File: src/hw/rtl/lr_pkg.sv
// Shared constants and types for the line rasterizer.
`default_nettype none
package lr_pkg;

    localparam int COORD_BITS_DEF = 12;
    localparam int COLOR_BITS     = 8;
    // Extra bits on top of the coordinate width for the signed error term.
    localparam int ERR_EXT_BITS   = 4;

    // Command codes
    localparam logic CMD_LOAD = 1'b0;
    localparam logic CMD_STEP = 1'b1;

    // Octant cases
    localparam logic [1:0] OCT_SHALLOW_RISE = 2'd0;
    localparam logic [1:0] OCT_STEEP_RISE   = 2'd1;
    localparam logic [1:0] OCT_STEEP_FALL   = 2'd2;
    localparam logic [1:0] OCT_SHALLOW_FALL = 2'd3;

    typedef struct packed {
        logic emit;    // current beat produces a pixel
        logic last;    // that pixel is the line's endpoint
        logic active;  // a line is loaded with pixels still to go
    } t_lr_flags;

endpackage
`default_nettype wire

File: src/hw/rtl/lr_core.sv
// Bresenham line state and per-beat pixel computation.
`default_nettype none
module lr_core #(
    parameter int COORD_BITS = lr_pkg::COORD_BITS_DEF
) (
    input  wire logic                          i_clk,
    input  wire logic                          i_rst_n,
    input  wire logic                          i_fire,
    input  wire logic                          i_cmd,
    input  wire logic [COORD_BITS-1:0]         i_start_x,
    input  wire logic [COORD_BITS-1:0]         i_start_y,
    input  wire logic [COORD_BITS-1:0]         i_end_x,
    input  wire logic [COORD_BITS-1:0]         i_end_y,
    input  wire logic [lr_pkg::COLOR_BITS-1:0] i_red,
    input  wire logic [lr_pkg::COLOR_BITS-1:0] i_green,
    input  wire logic [lr_pkg::COLOR_BITS-1:0] i_blue,
    output logic [COORD_BITS-1:0]              o_x,
    output logic [COORD_BITS-1:0]              o_y,
    output logic [lr_pkg::COLOR_BITS-1:0]      o_red,
    output logic [lr_pkg::COLOR_BITS-1:0]      o_green,
    output logic [lr_pkg::COLOR_BITS-1:0]      o_blue,
    output lr_pkg::t_lr_flags                  o_flags
);
    import lr_pkg::*;

    localparam int DW = COORD_BITS + ERR_EXT_BITS;

    logic [COORD_BITS-1:0]   r_cur_x, r_cur_y, r_steps;
    logic signed [DW-1:0]    r_dec, r_d_str, r_d_diag;
    logic [1:0]              r_oct;
    logic [COLOR_BITS-1:0]   r_red, r_green, r_blue;
    logic                    r_active;

    logic [COORD_BITS-1:0]   n_cur_x, n_cur_y, n_steps;
    logic signed [DW-1:0]    n_dec, n_d_str, n_d_diag;
    logic [1:0]              n_oct;

    // load path
    logic                    swap, dy_neg, steep;
    logic [COORD_BITS-1:0]   lx, ly, hx, hy, dx, ady;
    logic signed [DW-1:0]    dxs, dys, dx2, dy2;

    // step path
    logic                    neg, diag;
    logic [COORD_BITS-1:0]   st_x, st_y, st_steps;

    always_comb begin
        swap = (i_start_x > i_end_x) || ((i_start_x == i_end_x) && (i_start_y > i_end_y));
        lx   = swap ? i_end_x   : i_start_x;
        ly   = swap ? i_end_y   : i_start_y;
        hx   = swap ? i_start_x : i_end_x;
        hy   = swap ? i_start_y : i_end_y;
        dx     = hx - lx;
        dy_neg = hy < ly;
        ady    = dy_neg ? (ly - hy) : (hy - ly);
        steep  = ady >= dx;
        dxs = signed'({{ERR_EXT_BITS{1'b0}}, dx});
        dys = dy_neg ? -signed'({{ERR_EXT_BITS{1'b0}}, ady})
                     :  signed'({{ERR_EXT_BITS{1'b0}}, ady});
        dx2 = dxs <<< 1;
        dy2 = dys <<< 1;
    end

    always_comb begin
        neg  = r_dec[DW-1];
        st_x = r_cur_x;
        st_y = r_cur_y;
        case (r_oct)
            OCT_SHALLOW_RISE: begin
                diag = !neg;
                st_x = r_cur_x + 1'b1;
                if (diag) st_y = r_cur_y + 1'b1;
            end
            OCT_STEEP_RISE: begin
                diag = neg;
                st_y = r_cur_y + 1'b1;
                if (diag) st_x = r_cur_x + 1'b1;
            end
            OCT_STEEP_FALL: begin
                diag = !neg;
                st_y = r_cur_y - 1'b1;
                if (diag) st_x = r_cur_x + 1'b1;
            end
            default: begin
                diag = neg;
                st_x = r_cur_x + 1'b1;
                if (diag) st_y = r_cur_y - 1'b1;
            end
        endcase
        st_steps = r_steps - 1'b1;
    end

    always_comb begin
        n_cur_x  = r_cur_x;
        n_cur_y  = r_cur_y;
        n_steps  = r_steps;
        n_dec    = r_dec;
        n_d_str  = r_d_str;
        n_d_diag = r_d_diag;
        n_oct    = r_oct;
        if (i_cmd == CMD_LOAD) begin
            n_cur_x = lx;
            n_cur_y = ly;
            if (!dy_neg) begin
                if (steep) begin
                    n_oct    = OCT_STEEP_RISE;
                    n_dec    = dys - dx2;
                    n_d_str  = -dx2;
                    n_d_diag = dy2 - dx2;
                    n_steps  = ady;
                end else begin
                    n_oct    = OCT_SHALLOW_RISE;
                    n_dec    = dy2 - dxs;
                    n_d_str  = dy2;
                    n_d_diag = dy2 - dx2;
                    n_steps  = dx;
                end
            end else begin
                if (steep) begin
                    n_oct    = OCT_STEEP_FALL;
                    n_dec    = dys + dx2;
                    n_d_str  = dx2;
                    n_d_diag = dy2 + dx2;
                    n_steps  = ady;
                end else begin
                    n_oct    = OCT_SHALLOW_FALL;
                    n_dec    = dy2 + dxs;
                    n_d_str  = dy2;
                    n_d_diag = dy2 + dx2;
                    n_steps  = dx;
                end
            end
        end else if (r_active) begin
            n_cur_x = st_x;
            n_cur_y = st_y;
            n_steps = st_steps;
            n_dec   = r_dec + (diag ? r_d_diag : r_d_str);
        end
    end

    always_comb begin
        o_flags.emit   = (i_cmd == CMD_LOAD) || r_active;
        o_flags.last   = (n_steps == '0);
        o_flags.active = r_active;
        o_x = n_cur_x;
        o_y = n_cur_y;
        if (i_cmd == CMD_LOAD) begin
            o_red   = i_red;
            o_green = i_green;
            o_blue  = i_blue;
        end else begin
            o_red   = r_red;
            o_green = r_green;
            o_blue  = r_blue;
        end
    end

    always_ff @(posedge i_clk) begin
        if (!i_rst_n) begin
            r_cur_x  <= '0;
            r_cur_y  <= '0;
            r_steps  <= '0;
            r_dec    <= '0;
            r_d_str  <= '0;
            r_d_diag <= '0;
            r_oct    <= OCT_SHALLOW_RISE;
            r_red    <= '0;
            r_green  <= '0;
            r_blue   <= '0;
            r_active <= 1'b0;
        end else if (i_fire && ((i_cmd == CMD_LOAD) || r_active)) begin
            r_cur_x  <= n_cur_x;
            r_cur_y  <= n_cur_y;
            r_steps  <= n_steps;
            r_dec    <= n_dec;
            r_d_str  <= n_d_str;
            r_d_diag <= n_d_diag;
            r_oct    <= n_oct;
            r_red    <= o_red;
            r_green  <= o_green;
            r_blue   <= o_blue;
            r_active <= (n_steps != '0);
        end
    end

endmodule
`default_nettype wire

File: src/hw/rtl/line_rasterizer.sv
// Top level of the Bresenham line rasterizer.
// A load beat (cmd 0) takes two endpoints and a color and produces the first
// pixel; each step beat (cmd 1) produces the next pixel of the line, with
// last_pixel set on the endpoint. A step with no line loaded produces nothing,
// and a load replaces any line in progress. A beat goes through the input
// register, then the pixel register; the block sustains one beat per clock
// while no output stall holds it: the line state update is a single add and
// compare per cycle. The input stall follows the output stall only while the
// pixel register holds a beat that has not been taken.
`default_nettype none
module line_rasterizer #(
    parameter int COORD_BITS = lr_pkg::COORD_BITS_DEF
) (
    input  wire logic                          i_clk,
    input  wire logic                          i_rst_n,
    input  wire logic                          i_in_valid,
    output logic                               o_in_stall,
    input  wire logic                          i_cmd,
    input  wire logic [COORD_BITS-1:0]         i_start_x,
    input  wire logic [COORD_BITS-1:0]         i_start_y,
    input  wire logic [COORD_BITS-1:0]         i_end_x,
    input  wire logic [COORD_BITS-1:0]         i_end_y,
    input  wire logic [lr_pkg::COLOR_BITS-1:0] i_red_in,
    input  wire logic [lr_pkg::COLOR_BITS-1:0] i_green_in,
    input  wire logic [lr_pkg::COLOR_BITS-1:0] i_blue_in,
    output logic                               o_out_valid,
    input  wire logic                          i_out_stall,
    output logic [COORD_BITS-1:0]              o_pixel_x,
    output logic [COORD_BITS-1:0]              o_pixel_y,
    output logic [lr_pkg::COLOR_BITS-1:0]      o_red_out,
    output logic [lr_pkg::COLOR_BITS-1:0]      o_green_out,
    output logic [lr_pkg::COLOR_BITS-1:0]      o_blue_out,
    output logic                               o_last_pixel
);
    import lr_pkg::*;

    logic                  r_s1_valid, r_s1_cmd;
    logic [COORD_BITS-1:0] r_s1_sx, r_s1_sy, r_s1_ex, r_s1_ey;
    logic [COLOR_BITS-1:0] r_s1_red, r_s1_green, r_s1_blue;

    logic                  r_out_valid, r_out_last;
    logic [COORD_BITS-1:0] r_out_x, r_out_y;
    logic [COLOR_BITS-1:0] r_out_red, r_out_green, r_out_blue;

    logic                  out_free, s1_move;
    logic [COORD_BITS-1:0] px, py;
    logic [COLOR_BITS-1:0] pr, pg, pb;
    t_lr_flags             flags;

    lr_core #(
        .COORD_BITS(COORD_BITS)
    ) u_core (
        .i_clk     (i_clk),
        .i_rst_n   (i_rst_n),
        .i_fire    (s1_move),
        .i_cmd     (r_s1_cmd),
        .i_start_x (r_s1_sx),
        .i_start_y (r_s1_sy),
        .i_end_x   (r_s1_ex),
        .i_end_y   (r_s1_ey),
        .i_red     (r_s1_red),
        .i_green   (r_s1_green),
        .i_blue    (r_s1_blue),
        .o_x       (px),
        .o_y       (py),
        .o_red     (pr),
        .o_green   (pg),
        .o_blue    (pb),
        .o_flags   (flags)
    );

    // a beat with no pixel can drain even when the pixel register is full
    assign out_free   = !r_out_valid || !i_out_stall;
    assign s1_move    = r_s1_valid && (out_free || !flags.emit);
    assign o_in_stall = r_s1_valid && !s1_move;

    always_ff @(posedge i_clk) begin
        if (!i_rst_n) begin
            r_s1_valid <= 1'b0;
        end else if (!o_in_stall) begin
            r_s1_valid <= i_in_valid;
        end
    end

    always_ff @(posedge i_clk) begin
        if (i_in_valid && !o_in_stall) begin
            r_s1_cmd   <= i_cmd;
            r_s1_sx    <= i_start_x;
            r_s1_sy    <= i_start_y;
            r_s1_ex    <= i_end_x;
            r_s1_ey    <= i_end_y;
            r_s1_red   <= i_red_in;
            r_s1_green <= i_green_in;
            r_s1_blue  <= i_blue_in;
        end
    end

    always_ff @(posedge i_clk) begin
        if (!i_rst_n) begin
            r_out_valid <= 1'b0;
        end else if (out_free) begin
            r_out_valid <= s1_move && flags.emit;
        end
    end

    always_ff @(posedge i_clk) begin
        if (out_free && s1_move && flags.emit) begin
            r_out_x     <= px;
            r_out_y     <= py;
            r_out_red   <= pr;
            r_out_green <= pg;
            r_out_blue  <= pb;
            r_out_last  <= flags.last;
        end
    end

    assign o_out_valid  = r_out_valid;
    assign o_pixel_x    = r_out_x;
    assign o_pixel_y    = r_out_y;
    assign o_red_out    = r_out_red;
    assign o_green_out  = r_out_green;
    assign o_blue_out   = r_out_blue;
    assign o_last_pixel = r_out_last;

`ifndef SYNTHESIS
    a_stall_needs_item: assert property (@(posedge i_clk) disable iff (!i_rst_n)
        o_in_stall |-> r_s1_valid)
        else $error("input stalled with empty input register");

    a_last_ends_line: assert property (@(posedge i_clk) disable iff (!i_rst_n)
        (s1_move && flags.emit && flags.last) |=> !flags.active)
        else $error("line still active after its last pixel");

    a_silent_only_on_step: assert property (@(posedge i_clk) disable iff (!i_rst_n)
        (s1_move && !flags.emit) |-> (r_s1_cmd == CMD_STEP && !flags.active))
        else $error("beat dropped without a pixel while a line was active");
`endif

endmodule
`default_nettype wire
File: config.mk
export PLATFORM = sky130hd
export DESIGN_NAME = line_rasterizer
export DESIGN_NICKNAME = d
export VERILOG_FILES = /design/src/hw/rtl/lr_pkg.sv /design/src/hw/rtl/lr_core.sv /design/src/hw/rtl/line_rasterizer.sv
export SDC_FILE = /design/constraint.sdc
export NUM_CORES = 1
export LEC_CHECK = 0
export ABC_AREA = 1
export BUFFER_PORTS_ARGS = -buffer_cell sky130_fd_sc_hd__clkbuf_2
export CAP_MARGIN = 20
export CORE_MARGIN = 8
export CORE_UTILIZATION = 50
export DETAILED_ROUTE_END_ITERATION = 8
export PLACE_DENSITY_LB_ADDON = 0.08
export RECOVER_POWER = 50
export SYNTH_ARGS = -nofsm -noshare
export SYNTH_HDL_FRONTEND = slang
export SYNTH_SLANG_ARGS = --single-unit
export TNS_END_PERCENT = 1
File: constraint.sdc
create_clock -name i_clk -period 7.5 [get_ports i_clk]
set_input_delay 1.5 -clock i_clk [delete_from_list [all_inputs] [get_ports i_clk]]
set_output_delay 1.5 -clock i_clk [all_outputs]
set_load 0.005 [all_outputs]
# [Word-level counts from Yosys, hierarchy flattened]
# Index checks and enable logic that the tools add are counted.
[word_totals] reg_bits=235 inputBits=77 out_inout_bits=51 wordCells=111
[op_classes] n_addsub=16 n_lt_le_gt_ge=4 n_eq_ne=4 n_mux=36 bitwise_logic=1 reduce_logical=23
[op_table] cell="$mux 12" count=16
[op_table] cell="$mux 16" count=11
[op_table] cell="$pmux 12 s3" count=1
[op_table] cell="$sub 12x12->12" count=3
[op_table] cell="$add 16x14->16" count=2
[op_table] cell="$sub 16x14->16" count=2
[op_table] cell="$add 12x1->12 const B" count=2
[op_table] cell="$gt 12x12->1" count=2
[op_table] cell="$mux 8" count=3
[op_table] cell="$pmux 12 s2" count=1
[op_table] cell="$sub 12x1->12 const B" count=2
[op_table] cell="$add 16x13->16" count=1
[op_table] cell="$add 16x16->16" count=1
[op_table] cell="$neg 12->16" count=1
[op_table] cell="$neg 13->16" count=1
[op_table] cell="$sub 16x13->16" count=1
[op_table] cell="$eq 12x12->1" count=1
[op_table] cell="$ge 12x12->1" count=1
[op_table] cell="$logic_not 12->1" count=1
[op_table] cell="$lt 12x12->1" count=1
[op_table] cell="$reduce_bool 12->1" count=1
[op_table] cell="$logic_and 1x1->1" count=7
[op_table] cell="$logic_not 1->1" count=6
[op_table] cell="$logic_or 1x1->1" count=4
[op_table] cell="other kinds (9)" count=12

# [Longest topological paths before layout]
# Gate-level depths: netlist of the first run.
[depth] ltp_word=12 mapped_depth=58 mapped_depth_nobuf=55

# [By module]
# A second synthesis of the first run with hierarchy kept.
[unflattened] cells_unflattened=2465 hier_area_um2=17857.1
[by_module_without_submodules] mod="lr_core" instances=1 cells_each=2324 area_per_inst_um2=14083.5
[by_module_without_submodules] mod="line_rasterizer" instances=1 cells_each=141 area_per_inst_um2=3773.6

# [Worst setup path before layout of the first run]
# No wires, ideal clock.
[synth_timing] path_type="register to register" startpoint="register r_s1_sy[5]" endpoint="register u_core.r_dec[15]" arrival_ps=5970 required_time_ps=7368 setup_slack_ps=1397 stages_incl_launch_ff=52 n_path_buf=4 period_less_slack_ps=6103 cell_sequence="edfxtp_1 -> ha_1 -> buf_2 -> nand2_1 -> inv_1 -> nand2_1 -> nor2_2 -> nand2_1 -> nand3_1 -> nand2_1 -> nand2_2 -> nand2_4 -> buf_6 -> buf_6 -> nand2_1 -> nand2_1 -> nand3_1 -> ha_1 -> (+16 left out) -> fa_1 -> inv_1 -> o31ai_1 -> a21oi_1 -> o21bai_1 -> nand3_1 -> a21o_1 -> nand2_1 -> a21oi_1 -> or2_2 -> nand2_1 -> a21oi_1 -> a21oi_1 -> nand2_1 -> nand3_1 -> nand2_1 -> nand2_1 -> a21oi_1"
[synth_between] elab_chain_cells=12
[synth_rtl] element="start: declaration" line="line_rasterizer.sv:38" source="logic [COORD_BITS-1:0] r_s1_sx, r_s1_sy, r_s1_ex, r_s1_ey;"
[synth_rtl] element="start signal: assignment" line="line_rasterizer.sv:89" source="r_s1_sy <= i_start_y;"
[synth_rtl] element="$gt 12x12->1" line="lr_core.sv:48" source="swap = (i_start_x > i_end_x) || ((i_start_x == i_end_x) && (i_start_y > i_end_y));"
[synth_rtl] element="$logic_and 1x1->1" line="lr_core.sv:48"
[synth_rtl] element="$logic_or 1x1->1" line="lr_core.sv:48"
[synth_rtl] element="$mux 12, on equally long branches" line="lr_core.sv:52, lr_core.sv:50"
[synth_rtl] element="$sub 12x12->12 or $lt 12x12->1 (tied branches)" line="lr_core.sv:55, lr_core.sv:54"
[synth_rtl] element="$mux 12" line="lr_core.sv:55" source="ady = dy_neg ? (ly - hy) : (hy - ly);"
[synth_rtl] element="$neg 12->16" line="lr_core.sv:58" source="dys = dy_neg ? -signed'({{ERR_EXT_BITS{1'b0}}, ady})"
[synth_rtl] element="$mux 16" line="lr_core.sv:58"
[synth_rtl] element="$sub 16x13->16, or another cell as far along" line="lr_core.sv:113" source="n_dec = dy2 - dxs;"
[synth_rtl] element="$mux 16, on equally long branches" line="lr_core.sv:105, lr_core.sv:119"
[synth_rtl] element="$mux 16 (*)" line="lr_core.sv:104" source="if (!dy_neg) begin"
[synth_rtl] element="$mux 16 (*)" line="lr_core.sv:101" source="if (i_cmd == CMD_LOAD) begin"
[synth_rtl] element="end signal: assignment" line="lr_core.sv:175" source="r_dec <= n_dec;"
[synth_rtl] element="end: declaration" line="lr_core.sv:29" source="logic signed [DW-1:0] r_dec, r_d_str, r_d_diag;"
# Mark *: on every way between the ends. The rest lies on a longest branch, timed or not.
# A chain may end at the register's enable or synchronous reset.

# [Final worst setup path of the first run]
[layout_timing] startpoint="register r_s1_sx[0]" endpoint="register u_core.r_active"
[layout_between] elab_chain_cells=10
[layout_rtl] element="start: declaration" line="line_rasterizer.sv:38"
[layout_rtl] element="start signal: assignment" line="line_rasterizer.sv:88" source="r_s1_sx <= i_start_x;"
[layout_rtl] element="branches (longest 7 deep; another with $gt 12x12->1)"
[layout_rtl] element="$mux 12 (*)" line="lr_core.sv:105, lr_core.sv:119"
[layout_rtl] element="$mux 12 (*)" line="lr_core.sv:101"
[layout_rtl] element="$reduce_bool 12->1 (*)" line="lr_core.sv:182" source="r_active <= (n_steps != '0);"
[layout_rtl] element="end signal: assignment" line="lr_core.sv:182"
[layout_rtl] element="end: declaration" line="lr_core.sv:32" source="logic r_active;"
# Mark *: on every way between the ends.

==> run_results.csv, run 1 <==
group,metric,value,unit
grt,use_met2,0.402,
sta,setup_viol,0,
setup_path,path_buf_inv,5,
detailed_routing,ant_nets,0,
grt,grt_pass1_vias,16000,
grt,grt_pass1_wl,85.9,mm
detailed_routing,drt_wl_total,54.0,mm
detailed_routing,drt-pass1-iter-count,6,
placed_design,place_area,18700,um2
clock_tree,cts.root.buffer_cell,"clkbuf_16",
synth,ys_async_sr_fraction,0,
final_layout,regArea,5870,um2
grt,use_met3,0.0424,
status,violations,"max-capacitance violations, max-slew violations",
sta,report.final.hold_viol_count,0,
final_layout,multi_input_area,9980,um2
power_and_ir_drop,powerDensity,319,nW/um2
synth,synth_compound_area_frac,0.219,
hold_path,min-delay-path-class,"flip-flop to flip-flop",
setup_path,cpMostUsedCell,"nand2_1",
detailed_routing,wire_per_inst,18.2,um
sta,tightest_slew,2.98,ns
synth,synth_warnings,0,
final_layout,top_regs,"u_core.r_d_diag: 15 flops, u_core.r_d_str: 15 flops, u_core.r_dec: 15 flops",
synth,ys.flop_type,"edfxtp_1",
clock_tree,numCtsBuffers,27,
setup_path,crit_family,"simple AND/OR/NAND/NOR gates",
grt,grt_usage,0.253,
floorplan,initial_core_util,0.508,
sta,max_freq,146,MHz
synth,ys_ff_latch,232,
setup_path,slowest_stage,"or2_2",
sta,whs,0.449,ns
final_layout,syn_to_final_growth,11.9,%
sta,tns,0,ns
detailed_routing,via_per_inst,5.60,
synth,yosysUniqueCellTypes,66,
synth,yosys.area.top_type,"edfxtp_1",
floorplan,num_rows,68,
clock_tree,clock_path_buffers,3,
power_and_ir_drop,leakage,9.09,nW
floorplan,ios,128,
synth,yosysSeqAreaShare,0.334,
floorplan,die-area,41400,um2
setup_path,r2r-start,"r_s1_sx[0]",
setup_path,crit_path_start_kind,"flip-flop",
grt,grt_busiest_layer,"met2",
sta,max_slew_margin,-0.987,
synth,synth_top_area_share,0.208,
synth,synth_mux_area_frac,0.00320,
final_layout,nets,2701,
synth,syn_avg_cell_area,7.36,um2
synth,ys_top_cells_by_area,"edfxtp_1, dfxtp_1, nand2_1",
clock_tree,htree_num_levels,1,
detailed_routing,via_count,16600,
clock_tree,clk_pin_slew,0.07,ns
setup_path,critPathArrivalTime,7.29,ns
floorplan,die_h,204,um
detailed_routing,first_iter_violations,1362,
final_layout,layout_commonest_cell,"nand2_1",
synth,synth_top_family_by_area,"compound AO/OA/AOI/OAI gates",
power_and_ir_drop,total_power,6.27,mW
setup_path,end_kind,"flip-flop",
synth,synth_xor_area_frac,0.0493,
final_layout,drive_gt1_frac,0.107,
setup_path,crit_start,"r_s1_sx[0]",
final_layout,diodes,0,
synth,synth_adder_area_share,0.0937,
sta,finalCriticalPeriod,6.85,ns
clock_tree,cts_tree,"yes",
grt,grt_remaining_overflow,0,
job,max-cap-violations,2,
synth,synth_edf_count,122,
final_layout,final_cell_count_no_fill,2972,
status,outcome,"complete, but fails checks",
placed_design,gp_congestion,0.975,
sta,period_share,0.913,
synth,synthCells,2387,
placed_design,numPortBuffers,127,
detailed_routing,drc_errors,0,
grt,grt_max_degree,116,
placed_design,numPlacedInstances,2915,
final_layout,nFillCells,3273,
synth,synth_simple_gate_area_frac,0.200,
final_layout,final_cell_mix,"nand2_1, inv_1, o21ai_0",
grt,grt_use_met1,0.350,
sta,slew_viol_final,87,
final_layout,fin_area,19700,um2
synth,syn_area,17600,um2
sta,fin_skew,0.0192,ns
synth,synth_fp_nets,2592,
setup_path,worst-r2r-setup-slack,0.65,ns
power_and_ir_drop,ir_worst_vdd,233,uV
setup_path,slowest_delay,0.44,ns
floorplan,coreArea,34600,um2
hold_path,hp-start,"u_core.r_green[4]",
clock_tree,clkLatencyLatePin,0.56,ns
clock_tree,cts_sinks,232,
setup_path,critical_path_class,"flip-flop to flip-flop",
floorplan,die_w,204,um
grt,antenna_found_initial,1,
setup_path,crit_fanout,25,
setup_path,crit_required,7.94,ns
placed_design,place_hpwl,40.1,mm
## worst min-delay path, delay by kind of cell, from the launching register on
kind | cells | cell delay, ns
flip-flops | 1 | 0.30
buffers and inverters | 1 | 0.05
AO/OA/AOI/OAI | 1 | 0.05
## final timing paths
| path | endpoint | depth (start not counted) |
|---|---|---|
| max | u_core.r_active | 33 |
| min | u_core.r_green[4] | 2 |
| max reg2reg | u_core.r_active | 33 |
| min reg2reg | u_core.r_green[4] | 2 |
## layout make-up
cell class / count / share of cell area
clock inverters: 9 / 0.00776
well taps: 455 / 0.0289
flip-flops and latches: 232 / 0.298
clock buffers: 41 / 0.0422
repair buffers: 178 / 0.0489
multi-input cells: 1707 / 0.507
inverters: 350 / 0.0668
## timing repair
action	in CTS	in global routing
endpoints found under the hold margin	0	0
hold buffers	0	0
resized for setup	0	7
buffers inserted	0	4
endpoints found under the setup margin	0	17
## power by group
part	internal (mW)	switching (mW)
sequential	1.42	0.0433
combinational	1.17	2.20
clock	0.901	0.541
## cells in the mapped netlist (13+ instances only)
master / instances
a31oi_1: 23
clkbuf_1: 66
nand2_2: 20
o21bai_1: 24
dfxtp_1: 110
nor2_1: 112
nand4_1: 20
o221ai_1: 15
o21ai_0: 267
xor2_1: 69
edfxtp_1: 122
nor3_1: 17
nand3_1: 121
o211ai_1: 35
nand2_1: 468
a21oi_1: 231
buf_2: 13
o21ai_1: 20
ha_1: 122
inv_1: 331
inv_2: 14
o31ai_1: 14
## metrics by stage
stage,setup WS [ns],utilization
3_5_place_dp,0.378,0.539
3_3_place_gp,0.463,0.539
5_1_grt,-0.0127,0.568
6_report,0.652,0.568
2_1_floorplan,1.40,-
4_1_cts,0.326,0.568
## per-layer routing
layer  routed length [um]  part of all wire  vias to the layer above
met5                    0                 0                        -
met4                 1620             0.030                        0
met3                 3800             0.070                       97
met2                23600              0.44                      553
met1                25000              0.46                     7730
li1                     -                 -                     8258
## logic make-up after synthesis
family / after synthesis
buffers and inverters: 449
AO/OA/AOI/OAI: 680
AND/OR/NAND/NOR: 803
flip-flops: 232
adder cells (fa/ha/maj): 128
multiplexers: 5
XOR/XNOR: 90
(Power assumes the default switching activity.)
==> run 2: changes to the inputs <==
--- a/config.mk
+++ b/config.mk
@@ -8,6 +8,7 @@
 export ABC_AREA = 1
 export BUFFER_PORTS_ARGS = -buffer_cell sky130_fd_sc_hd__clkbuf_2
 export CAP_MARGIN = 20
+export CORE_ASPECT_RATIO = 0.5
 export CORE_MARGIN = 8
 export CORE_UTILIZATION = 50
 export DETAILED_ROUTE_END_ITERATION = 8
==> run_results.csv, run 2 (same netlist as run 1, synthesis figures left out) <==
group,metric,value,unit
setup_path,critPathArrivalTime,7.41,ns
sta,report.final.hold_viol_count,0,
setup_path,crit_required,7.98,ns
floorplan,ios,128,
power_and_ir_drop,ir_worst_vdd,192,uV
final_layout,multi_input_area,10000,um2
sta,setup_viol,0,
detailed_routing,via_count,16700,
sta,period_share,0.924,
final_layout,final_cell_count_no_fill,2974,
sta,finalCriticalPeriod,6.93,ns
hold_path,min-delay-path-class,"flip-flop to flip-flop",
detailed_routing,drt_wl_total,56.5,mm
setup_path,cpMostUsedCell,"nand2_1",
clock_tree,numCtsBuffers,23,
final_layout,top_regs,"u_core.r_d_diag: 15 flops, u_core.r_d_str: 15 flops, u_core.r_dec: 15 flops",
clock_tree,cts.root.buffer_cell,"clkbuf_16",
grt,use_met3,0.0436,
clock_tree,cts_sinks,232,
setup_path,crit_path_start_kind,"flip-flop",
grt,grt_pass1_wl,87.2,mm
detailed_routing,drt-pass1-iter-count,6,
clock_tree,htree_num_levels,1,
sta,max_slew_margin,-0.659,
final_layout,final_cell_mix,"nand2_1, inv_1, o21ai_0",
status,violations,"max-capacitance violations, max-slew violations",
setup_path,slowest_delay,0.57,ns
detailed_routing,first_iter_violations,1835,
grt,grt_usage,0.261,
final_layout,fin_area,19400,um2
grt,grt_pass1_vias,15300,
detailed_routing,wire_per_inst,19.0,um
placed_design,numPortBuffers,127,
final_layout,layout_commonest_cell,"nand2_1",
sta,tns,0,ns
placed_design,gp_congestion,0.966,
grt,antenna_found_initial,0,
grt,grt_use_met1,0.382,
floorplan,die_w,281,um
placed_design,numPlacedInstances,2927,
detailed_routing,ant_nets,0,
power_and_ir_drop,total_power,5.97,mW
clock_tree,clock_path_buffers,3,
clock_tree,clkLatencyLatePin,0.56,ns
setup_path,crit_family,"simple AND/OR/NAND/NOR gates",
grt,use_met2,0.397,
floorplan,die_h,149,um
final_layout,syn_to_final_growth,10.3,%
floorplan,die-area,41800,um2
floorplan,initial_core_util,0.509,
detailed_routing,drc_errors,0,
final_layout,nFillCells,3344,
power_and_ir_drop,leakage,8.89,nW
grt,grt_max_degree,84,
final_layout,regArea,5870,um2
grt,grt_busiest_layer,"met2",
job,max-cap-violations,1,
floorplan,num_rows,48,
clock_tree,ctsHoldBuffers,0,
placed_design,place_hpwl,41.3,mm
final_layout,drive_gt1_frac,0.102,
final_layout,diodes,0,
sta,tightest_slew,2.49,ns
sta,fin_skew,0.0150,ns
grt,grt_remaining_overflow,0,
status,outcome,"complete, but fails checks",
setup_path,path_buf_inv,6,
sta,slew_viol_final,27,
final_layout,nets,2687,
power_and_ir_drop,powerDensity,308,nW/um2
clock_tree,cts_tree,"yes",
clock_tree,clk_pin_slew,0.06,ns
sta,max_freq,144,MHz
detailed_routing,via_per_inst,5.62,
final_layout,utilization,0.562,
floorplan,coreArea,34500,um2
setup_path,critical_path_class,"flip-flop to flip-flop",
setup_path,slowest_stage,"nor2_1",
setup_path,crit_fanout,46,
setup_path,end_kind,"flip-flop",
placed_design,place_area,18600,um2
==> run 2: repair_timing <==
action / 4_1_cts / 5_1_grt
buffers inserted: 0 / 3
resized for setup: 0 / 13
setup endpoints to repair: 0 / 21
==> run 2: layout make-up <==
cell class | instances | area share
Clock buffer | 33 | 0.0342
Clock inverter | 9 | 0.00335
Inverter | 350 | 0.0681
Multi-Input combinational cell | 1708 | 0.516
Sequential cell | 232 | 0.302
Tap cell | 475 | 0.0306
Timing Repair Buffer | 167 | 0.0449
==> run 2: where the power goes <==
group / switching [mW] / internal (mW) / leakage, nW
clock network: 0.536 / 0.622 / 0.362
registers: 0.0454 / 1.42 / 2.07
logic: 2.20 / 1.14 / 6.46
==> run 2: final timing paths <==
kind | slack [ns] | to | from | cells past startpoint
hold reg to reg | 0.45 | u_core.r_blue[0] | u_core.r_blue[0] | 2
setup reg to reg | 0.57 | u_core.r_dec[6] | r_s1_sx[8] | 30
hold / removal | 0.45 | u_core.r_blue[0] | u_core.r_blue[0] | 2
setup / recovery | 0.57 | u_core.r_dec[6] | r_s1_sx[8] | 30
==> run 2: tightest hold or removal path, stage by stage, from the launching register on <==
cell and delay [ns]:
dfxtp_1 0.30, inv_1 0.05, a21oi_1 0.05
==> run 2: metrics by stage <==
stage          hold slack (ns)  worst slack, ns
2_1_floorplan            0.425             1.40
3_3_place_gp             0.435            0.480
3_5_place_dp             0.443            0.371
4_1_cts                  0.451            0.339
5_1_grt                  0.463          -0.0283
6_report                 0.448            0.571
==> run 2: metal layers <==
metal,wire length [um],vias up,part of all wire
met3,4790,87,0.085
met1,26500,7691,0.47
met4,1210,0,0.021
met5,0,-,0
met2,24000,694,0.42
li1,-,8250,-
